`config.mk`:
```
export PLATFORM = sky130hd
export DESIGN_NAME = hbe_front
export DESIGN_NICKNAME = d
export VERILOG_FILES = /design/src/rtl/hbond_energy_top_two_macros.svh /design/src/rtl/hbe_pkg.sv /design/src/rtl/hbe_front.sv
export SDC_FILE = /design/constraint.sdc
export NUM_CORES = 1
export LEC_CHECK = 0
export BUFFER_PORTS_ARGS = -buffer_cell sky130_fd_sc_hd__buf_2
export CAP_MARGIN = 15
export CORE_MARGIN = 2
export CORE_UTILIZATION = 40
export CTS_BUF_LIST = sky130_fd_sc_hd__clkbuf_4
export CTS_CLUSTER_SIZE = 28
export DETAILED_ROUTE_END_ITERATION = 7
export SLEW_MARGIN = 20
export SYNTH_ARGS = -nofsm -noshare
export SYNTH_HDL_FRONTEND = slang
export SYNTH_SLANG_ARGS = --single-unit
```
`constraint.sdc`:
```
create_clock -name aclk -period 8.1 [get_ports aclk]
set_clock_uncertainty 0.2 [all_clocks]
set_input_delay 0 -clock aclk [delete_from_list [all_inputs] [get_ports aclk]]
set_output_delay 0 -clock aclk [all_outputs]
set_load 0.005 [all_outputs]
```
`src/rtl/hbond_energy_top_two_macros.svh`:
```
// Assertion macros shared by the hydrogen-bond energy engine.
`ifndef HBOND_ENERGY_TOP_TWO_MACROS_SVH
`define HBOND_ENERGY_TOP_TWO_MACROS_SVH
// Implication checked on every clock edge outside reset.
`define HB_ASSERT_IMP(label, clk, rstn, a, c) \
    label: assert property (@(posedge clk) disable iff (!rstn) (a) |-> (c)) \
        else $error("assertion failed");
// Next-cycle implication checked outside reset.
`define HB_ASSERT_NXT(label, clk, rstn, a, c) \
    label: assert property (@(posedge clk) disable iff (!rstn) (a) |=> (c)) \
        else $error("assertion failed");
`endif

```
`src/rtl/hbe_pkg.sv`:
```
// Shared types, codes and constants of the hydrogen-bond energy engine.
`default_nettype none
package hbe_pkg;
    localparam int MAX_RESIDUES = 1024;
    localparam int IDX_W = $clog2(MAX_RESIDUES);
    localparam logic [1:0] CMD_LOAD_C = 2'd0;
    localparam logic [1:0] CMD_EVAL_C = 2'd1;
    localparam logic [1:0] CMD_READ_C = 2'd2;
    localparam logic [1:0] REG_CUTOFF = 2'd0;
    localparam logic [1:0] REG_MIN = 2'd1;
    localparam logic [1:0] REG_FLOOR = 2'd2;
    localparam logic [1:0] REG_COUPLING = 2'd3;
    localparam logic [2:0] ATOM_N = 3'd0;
    localparam logic [2:0] ATOM_H = 3'd1;
    localparam logic [2:0] ATOM_CA = 3'd2;
    localparam logic [2:0] ATOM_C = 3'd3;
    localparam logic [2:0] ATOM_O = 3'd4;
    localparam int FIFO_DEPTH = 2;

    // One classified command, as passed from front to back.
    typedef struct packed {
        logic [1:0]  cmd;
        logic [9:0]  ri;
        logic [9:0]  pi;
        logic [2:0]  sel;
        logic [19:0] x;
        logic [19:0] y;
        logic [19:0] z;
        logic        pro;
    } cmd_t;

    typedef struct packed {
        logic signed [17:0] energy;
        logic        in_range;
        logic [9:0]  a0i;
        logic signed [17:0] a0e;
        logic [9:0]  a1i;
        logic signed [17:0] a1e;
        logic [9:0]  d0i;
        logic signed [17:0] d0e;
        logic [9:0]  d1i;
        logic signed [17:0] d1e;
    } res_t;

    typedef struct packed {
        logic [9:0]  i0;
        logic signed [17:0] e0;
        logic [9:0]  i1;
        logic signed [17:0] e1;
    } slots_t;

    typedef struct packed {
        logic [15:0]        cutoff;
        logic [15:0]        min_dist;
        logic signed [17:0] floor_e;
        logic signed [17:0] coupling;
    } cfg_t;

    function automatic slots_t slot_insert(slots_t s, logic [9:0] p, logic signed [17:0] e);
        slots_t r;
        r = s;
        if (e < s.e0) begin
            r.i1 = s.i0;
            r.e1 = s.e0;
            r.i0 = p;
            r.e0 = e;
        end else if (e < s.e1) begin
            r.i1 = p;
            r.e1 = e;
        end
        return r;
    endfunction
endpackage
`default_nettype wire

```
`src/rtl/hbe_front.sv`:
```
// Input stage and command queue of the hydrogen-bond energy engine.
`default_nettype none
module hbe_front (
    input  wire logic          aclk,
    input  wire logic          aresetn,
    input  wire logic          s_tvalid,
    output logic               s_tready,
    input  wire hbe_pkg::cmd_t in_cmd,
    output logic               q_valid,
    input  wire logic          q_ready,
    output hbe_pkg::cmd_t      q_cmd
);
    localparam int PW = $clog2(hbe_pkg::FIFO_DEPTH);
    hbe_pkg::cmd_t mem_reg [hbe_pkg::FIFO_DEPTH];
    logic [PW-1:0] wp_reg, rp_reg;
    logic [PW:0]   cnt_reg;
    logic push, pop;

    assign s_tready = (cnt_reg != (PW+1)'(hbe_pkg::FIFO_DEPTH));
    assign q_valid  = (cnt_reg != '0);
    assign push = s_tvalid && s_tready;
    assign pop  = q_valid && q_ready;
    assign q_cmd = mem_reg[rp_reg];

    always_ff @(posedge aclk) begin
        if (push) mem_reg[wp_reg] <= in_cmd;
        if (!aresetn) begin
            wp_reg <= '0;
            rp_reg <= '0;
            cnt_reg <= '0;
        end else begin
            if (push) wp_reg <= wp_reg + 1'b1;
            if (pop) rp_reg <= rp_reg + 1'b1;
            cnt_reg <= cnt_reg + (PW+1)'(push) - (PW+1)'(pop);
        end
    end
endmodule
`default_nettype wire

```
==> impl_metrics.json, run 1 <==
{
  "place_congestion": 0.6844,
  "die_x_um": 133.2,
  "synth.top_cells.by_area": "edfxtp_1 (77%), mux2_4 (9.0%), mux2_2 (7.8%)",
  "initial_utilization_pct": 40.52,
  "post-cts-setup-buffer-count": 0,
  "yosysWarnings": 0,
  "lastStage": "clock tree synthesis",
  "port_buffers": 177,
  "ios": 178,
  "cts_resized": 0,
  "cts_buffers": 17,
  "outcome": "stopped before the end",
  "cts_hold_buf": 144,
  "synth_top_area_share_pct": 77.40,
  "cts_sinks": 177,
  "syn_avg_cell_area_um2": 22.47,
  "cts_buffer_depth": 2,
  "synth_seq_area_share_pct": 78.90,
  "synth_fp_nets": 388,
  "h-tree-depth": 4,
  "firstError": "[ERROR RSZ-0060] Max buffer count reached.",
  "ys_ff_latch": 177,
  "num_rows": 47,
  "hpwl_um": 7367,
  "cts_root_buf": "clkbuf_4",
  "syn_inst": 297,
  "synth.distinct_cells": 26,
  "die_h_um": 133.2,
  "syn-cell-area_um2": 6673,
  "yosys.area.top_type": "edfxtp_1"
}
-- cells by family after synthesis --
group,count (synthesis),share of synthesized area [%]
and+or+nand+nor,13,1.106
muxes,87,16.91
AOI/OAI and AO/OA,7,0.8064
DFF,177,78.90
adders and majority gates,1,0.1875
xor gates and xnor gates,1,0.1313
buffers and inverters,11,1.950
-- synthesized netlist by cell type --
master    instances
nor2b_1           1
nand3_1           1
nand2_1           1
dfxtp_1           5
mux2_4           40
buf_8             1
a21bo_2           2
nand3b_1          1
a32oi_1           1
xnor2_1           1
inv_1             1
a211oi_1          1
buf_12            4
ha_1              1
a21boi_0          1
or2_2             1
edfxtp_1        172
o21ai_0           2
buf_6             1
mux2_2           46
and2_1            3
buf_2             4
mux2i_1           1
nand2b_1          2
and3_1            1
nor2_1            2
-- stage by stage --
stage | instance area [um2] | worst slack (ns) | std cells
floorplan | 6673 | 4.783 | 297
global placement | 7734 | 5.643 | 686
detailed placement | 7736 | 5.568 | 686
==> run 2: changes to the inputs <==
--- a/config.mk
+++ b/config.mk
@@ -8,10 +8,9 @@
 export BUFFER_PORTS_ARGS = -buffer_cell sky130_fd_sc_hd__buf_2
 export CAP_MARGIN = 15
 export CORE_MARGIN = 2
-export CORE_UTILIZATION = 40
-export CTS_BUF_LIST = sky130_fd_sc_hd__clkbuf_4
-export CTS_CLUSTER_SIZE = 28
+export CORE_UTILIZATION = 25
 export DETAILED_ROUTE_END_ITERATION = 7
+export PLACE_DENSITY_LB_ADDON = 0.15
 export SLEW_MARGIN = 20
 export SYNTH_ARGS = -nofsm -noshare
 export SYNTH_HDL_FRONTEND = slang
==> run 2 against run 1 <==
  * Synthesized cell count did not move
  * The flow now finishes, with violations (DRC)
  * Area after synthesis unchanged
==> impl_metrics.json, run 2 <==
{
  "outcome": "finished, violations left",
  "failed_checks": "DRC",
  "layout-drive-gt1-share_pct": 51.53,
  "cts_buffer_depth": 2,
  "syn_inst": 297,
  "cts_tree": "done",
  "yosys.area_share.simple_pct": 1.106,
  "synth_seq_area_share_pct": 78.90,
  "clkPwrFrac_pct": 32.8,
  "report.final.slew_viol_count": 0,
  "worstHoldEndpoint": "mem_reg[1][84]",
  "post-cts-setup-buffer-count": 0,
  "synth_edf_count": 172,
  "synth.area.mux_share_pct": 16.91,
  "cts_root_buf": "clkbuf_16",
  "grt_overflow": 0,
  "synthAdderAreaFrac_pct": 0.1875,
  "slew_headroom_pct": 37.41,
  "diodes": 0,
  "period_share_pct": 33.58,
  "synth_top_family_by_area": "multiplexers",
  "p_leak_nw": 3.560,
  "cts_sinks": 177,
  "crit_required_ns": 7.90,
  "track_usage_pct": 9.849,
  "r2r_cells": 4,
  "worstPathArrival_ns": 2.52,
  "hold_violations": 0,
  "synth.distinct_cells": 26,
  "clkSlewWorstSetupHoldPaths_ns": 0.07,
  "pwr-share-seq_pct": 47.8,
  "synth_xor_area_share_pct": 0.1313,
  "cts_buffers": 17,
  "synthToLayoutAreaGrowth_pct": 40.62,
  "r2r-end": "mem_reg[0][70]",
  "layout_commonest_cell": "buf_2",
  "whs_path_depth": 2,
  "die_h_um": 167.4,
  "ys_ff_latch": 177,
  "wirelength_um": 13480,
  "critPathMaxFanout": 54,
  "h-tree-depth": 4,
  "synth_fp_nets": 388,
  "hold_class": "primary input to flop",
  "reg2reg_slack_ns": 5.55,
  "finalNetCount": 668,
  "worstSetupPathType": "flop to output port",
  "drc": 15,
  "powerDensity_nw_per_um2": 261.2,
  "p_int_mw": 1.826,
  "initial_utilization_pct": 25.53,
  "num_rows": 59,
  "post_drt_wl_per_cell_um": 14.57,
  "met1_usage_pct": 11.80,
  "design.core.area_um2": 26130,
  "cp-end-kind": "output port",
  "viasPerCell": 3.941,
  "syn_avg_cell_area_um2": 22.47,
  "ys_top_cells_by_count": "edfxtp_1 (172), mux2_2 (46), mux2_4 (40)",
  "firstDrtPassIters": 6,
  "synth.top_cells.by_area": "edfxtp_1 (77%), mux2_4 (9.0%), mux2_2 (7.8%)",
  "setup-violations-final": 0,
  "period_needed_ns": 2.720,
  "combPwrFrac_pct": 19.4,
  "peakVddDrop_v": 0.0001016,
  "yosysWarnings": 0,
  "tightest_slew_ns": 0.9389,
  "insertion_delay_ns": 0.42,
  "placed_cell_area_um2": 7885,
  "synth-main-ff-cell": "edfxtp_1",
  "synth_most_common_cell": "edfxtp_1",
  "fin_area_um2": 9383,
  "hpwl_um": 8461,
  "port_buffers": 177,
  "sw_frac_of_total_pct": 25.49,
  "largest_reg_flops": 172,
  "grt.busiest_layer": "met2",
  "min-delay-start": "in_cmd[84]",
  "syn-cell-area_um2": 6673,
  "num_vias": 3645,
  "grt_setup_unrepaired": "no",
  "grt_antenna_before_repair": 0,
  "die_x_um": 167.4,
  "cts_hold_buf": 91,
  "place_congestion": 0.6493,
  "fp.dieArea_um2": 28010,
  "postRouteAntennaNets": 0,
  "timing.hold.ws_ns": 0.09449,
  "yosys.area.top_type": "edfxtp_1",
  "drt_iter0_drc": 192,
  "cts_resized": 0,
  "grtUsageMet2_pct": 16.53,
  "reg2reg_from": "cnt_reg[0]",
  "p_sw_mw": 0.6247,
  "ys_async_sr_fraction_pct": 0,
  "startpoint_type": "flop",
  "mostFrequentLayoutCells": "buf_2 (177), edfxtp_1 (172), dlygate4sd3_1 (91)",
  "grt_pass1_vias": 3934,
  "grt_max_degree": 64,
  "drv_cap": 0,
  "grtUsageMet3_pct": 3.214,
  "synth_top_area_share_pct": 77.40,
  "tns_ns": 0,
  "synth_compound_area_share_pct": 0.8063,
  "ios": 178,
  "max_clock_freq_ghz": 0.3676,
  "grt_first_pass_wirelength_um": 20900
}
[run 2: power by group through the flow]
stage,combinational (mW),sequential (mW),clock (mW)
after detailed placement,0.452,1.20,0
after CTS,0.491,1.18,0.839
after global routing,0.521,1.19,0.876
after floorplan,0.320,1.16,0
after global placement,0.450,1.19,0
final,0.477,1.17,0.803
[run 2: metrics by stage]
step                util (%)  std cells  total power [mW]  worst slack (ns)
detailed placement     30.17        802             1.648             5.513
global placement       30.17        802             1.642             5.588
finish                 35.90        925             2.451             5.380
global route           35.90        925             2.582             5.164
CTS                    35.90        925             2.506             5.269
floorplan                  -        297             1.477             4.783
[run 2: logic make-up after synthesis]
logic type / after synthesis
AO/OA/AOI/OAI: 7
XOR/XNOR: 1
adder cells (fa/ha/maj): 1
buffers and inverters: 11
flip-flops: 177
multiplexers: 87
AND/OR/NAND/NOR: 13
[run 2: layout make-up]
type | instances | area [um2]
Inverter | 1 | 6.256
Multi-Input combinational cell | 109 | 1282
Fill cell | 2550 | 16750
Tap cell | 335 | 419.2
Timing Repair Buffer | 271 | 1819
Sequential cell | 177 | 5269
Clock buffer | 20 | 466.7
Clock inverter | 12 | 120.1
[run 2: worst max-delay path by stage]
stage	from	to	slack [ns]	cells after the start
floorplan	cnt_reg[0]	mem_reg[1][0]	4.78	2
global placement	cnt_reg[0]	mem_reg[1][54]	5.59	3
detailed placement	cnt_reg[0]	mem_reg[1][54]	5.51	3
CTS	flop	q_cmd[85]	5.27	3
global route	flop	q_cmd[85]	5.16	3
finish	flop	q_cmd[74]	5.38	3
[run 2: critical path: stages, from the launching register on]
cell     delay, ns
dfxtp_4       0.90
buf_4         0.63
mux2_2        0.40
buf_2         0.13
[run 2: metal layers]
metal  routed length [um]  vias up
li1                     -     1733
met1                 5767     1781
met2                 6491      119
met3                 1030       12
met4                  187        0
met5                    0        -
No activity file was read; power rests on OpenSTA's default activity.
==> run 3: changes to the inputs <==
--- a/config.mk
+++ b/config.mk
@@ -5,6 +5,7 @@
 export SDC_FILE = /design/constraint.sdc
 export NUM_CORES = 1
 export LEC_CHECK = 0
+export ABC_AREA = 1
 export BUFFER_PORTS_ARGS = -buffer_cell sky130_fd_sc_hd__buf_2
 export CAP_MARGIN = 15
 export CORE_MARGIN = 2
==> constraint.sdc (replaced) <==
create_clock -name aclk -period 2.5 [get_ports aclk]
set_clock_uncertainty 0.2 [all_clocks]
set_input_delay 0 -clock aclk [delete_from_list [all_inputs] [get_ports aclk]]
set_output_delay 0 -clock aclk [all_outputs]
set_load 0.005 [all_outputs]
==> run 3 against run 2 <==
  * Register-to-register slack got worse by 5.2 ns
  * Largest cell class unchanged
  * Sequential power rose to 3.3 times the previous value
  * Die area fell by 0.44%
  * Routed wire length is essentially flat
  * Sequential cell count unchanged
  * Utilization grew 0.20 points
  * Combinational power increased to 4.3 times the previous value
  * Design area increased by 0.27%
  * Largest power group unchanged
  * First-iteration DRC count shrank 14%
  * The flow now finishes without violations
==> impl_metrics.json, run 3 <==
{
  "outcome": "finished, final reports clean",
  "ys_ff_latch": 177,
  "min-delay-start": "in_cmd[30]",
  "synth_edf_count": 172,
  "period_needed_ns": 2.113,
  "grt_antenna_before_repair": 0,
  "utilization_pct": 36.10,
  "hold_class": "primary input to flop",
  "powerDensity_nw_per_um2": 905.5,
  "finalNetCount": 677,
  "worstSetupPathType": "flop to flop",
  "synth.distinct_cells": 15,
  "grt_setup_unrepaired": "no",
  "wirelength_um": 13470,
  "sw_frac_of_total_pct": 26.57,
  "crit_start": "cnt_reg[1]",
  "crit_family": "buffers and inverters",
  "yosys.area.top_type": "edfxtp_1",
  "cts_root_buf": "clkbuf_16",
  "cts_sinks": 177,
  "grt_overflow": 0,
  "firstDrtPassIters": 4,
  "r2r_cells": 7,
  "synth_top_area_share_pct": 77.75,
  "largest_reg_flops": 172,
  "cts_hold_buf": 90,
  "synth_most_common_cell": "edfxtp_1",
  "report.final.slew_viol_count": 0,
  "fp.dieArea_um2": 27890,
  "insertion_delay_ns": 0.42,
  "post_drt_wl_per_cell_um": 14.42,
  "syn_inst": 304,
  "dpl.cell_count": 812,
  "yosysWarnings": 0,
  "critPathMaxFanout": 5,
  "crit_top_cell": "nor2_1",
  "synth.top_cells.by_area": "edfxtp_1 (78%), mux2_4 (9.0%), mux2_2 (7.8%)",
  "postRouteAntennaNets": 0,
  "cts_tree": "done",
  "ys_async_sr_fraction_pct": 0,
  "tightest_slew_ns": 0.6464,
  "fin_cells": 934,
  "synth_fp_nets": 395,
  "num_vias": 3657,
  "p_int_mw": 6.255,
  "layout_commonest_cell": "buf_2",
  "cp-end-kind": "flop",
  "synthToLayoutAreaGrowth_pct": 41.63,
  "mostFrequentLayoutCells": "buf_2 (177), edfxtp_1 (172), dlygate4sd3_1 (90)",
  "pre_cts_ws_ns": 0.6596,
  "peakVddDrop_v": 0.0003551,
  "slowest_delay_ns": 0.54,
  "die_x_um": 167.0,
  "combPwrFrac_pct": 23.9,
  "drt_iter0_drc": 165,
  "port_buffers": 177,
  "max_clock_freq_ghz": 0.4732,
  "synth_seq_area_share_pct": 79.26,
  "power.total_mw": 8.518,
  "h-tree-depth": 4,
  "grt_pass1_vias": 3978,
  "viasPerCell": 3.915,
  "grt_first_pass_wirelength_um": 21010,
  "pwr-share-seq_pct": 45.3,
  "clkSlewWorstSetupHoldPaths_ns": 0.07,
  "hold_violations": 0,
  "cp.depth": 7,
  "p_sw_mw": 2.263,
  "worstPathArrival_ns": 2.24,
  "ys_top_cells_by_count": "edfxtp_1 (172), mux2_2 (46), mux2_4 (40)",
  "place_congestion": 0.6821,
  "post-cts-setup-buffer-count": 0,
  "hpwl_um": 8495,
  "initial_utilization_pct": 25.49,
  "fin_ws_ns": 0.3866,
  "tns_ns": 0,
  "track_usage_pct": 9.756,
  "startpoint_type": "flop",
  "num_rows": 59,
  "fill_cells": 2470,
  "cts_buffer_depth": 2,
  "clkPwrFrac_pct": 30.8,
  "cts_buffers": 17,
  "period_share_pct": 84.54,
  "crit_chain": "nor2_1 -> nor2_1 -> xnor2_1 -> ha_1 -> nand2_1 -> dlygate4sd3_1 -> inv_1",
  "diodes": 0,
  "design.core.area_um2": 26060,
  "die_h_um": 167.0,
  "drv_cap": 0,
  "ios": 178,
  "syn-cell-area_um2": 6643,
  "crit_slowest_cell": "dlygate4sd3_1",
  "crit_buf_inv": 2,
  "slew_headroom_pct": 56.90,
  "layout-drive-gt1-share_pct": 50.75,
  "whs_path_depth": 2,
  "setup-violations-final": 0,
  "syn_avg_cell_area_um2": 21.85,
  "reg2reg_from": "cnt_reg[1]",
  "cts_resized": 0,
  "synth-main-ff-cell": "edfxtp_1",
  "p_leak_nw": 3.585,
  "drc": 0,
  "grt_max_degree": 49,
  "crit_required_ns": 2.62
}
-- run 3: cell types whose count changed in the layout (fill, tap and decap cells not counted), sizes merged, moves of 3 or more --
cell / change
nand2: +10
inv: +8
nor2: +7
and2: -3
buf: +3
-- run 3: worst register-to-register path: stages (launching register included) --
cell and delay, ns:
dfxtp_1 0.39, nor2_1 0.08, nor2_1 0.29, xnor2_1 0.17, ha_1 0.25, nand2_1 0.06, dlygate4sd3_1 0.54, inv_1 0.03
-- run 3: final timing paths --
| path | endpoint | slack (ns) |
|---|---|---|
| setup / recovery | cnt_reg[0] | 0.39 |
| hold / removal | mem_reg[0][30] | 0.1 |
| setup reg to reg | cnt_reg[0] | 0.39 |
| hold reg to reg | rp_reg | 0.30 |
-- run 3: cell families (layout without fill, tap and decap cells) --
logic type               Yosys count  in the layout  share of synthesized area (%)
AND/OR/NAND/NOR                   21             21                          1.205
XOR/XNOR                           1              1                         0.1319
buffers and inverters             17            312                          2.298
AO/OA/AOI/OAI                      1              1                        0.07527
flip-flops                       177            177                          79.26
adder cells (fa/ha/maj)            1              1                         0.1883
multiplexers                      86             86                          16.84
-- run 3: final cells by class --
cell class	instances	area [um2]	share of cell area, %
clock buffers	18	429.2	4.562
multi-input cells	110	1250	13.29
clock inverters	14	145.1	1.543
flip-flops and latches	177	5269	56.00
well taps	335	419.2	4.455
inverters	7	26.28	0.2793
repair buffers	273	1869	19.87
-- run 3: through the flow --
| stage | cell area [um2] | hold WS (ns) |
|---|---|---|
| after floorplan | 6668 | -0.1065 |
| after global placement | 7933 | -0.01226 |
| after detailed placement | 7933 | -0.009346 |
| after CTS | 9408 | 0.06865 |
| after global routing | 9408 | 0.07761 |
| final | 9408 | 0.09571 |
-- run 3: power by group through the flow --
| stage | sequential [mW] | combinational, mW | clock [mW] |
|---|---|---|---|
| finish | 3.86 | 2.04 | 2.62 |
| global route | 3.90 | 2.24 | 2.85 |
| CTS | 3.86 | 2.10 | 2.74 |
| detailed placement | 3.93 | 1.97 | 0 |
| global placement | 3.91 | 1.96 | 0 |
| floorplan | 3.91 | 1.26 | 0 |
-- run 3: layer usage --
metal  up-vias  global-route usage [%]  routed length, um
met1      1798                   11.93               6066
met3         7                   3.422                833
met5         -                       0                  0
met4         0                   3.486                141
li1       1739                       -                  -
met2       113                   15.98               6426
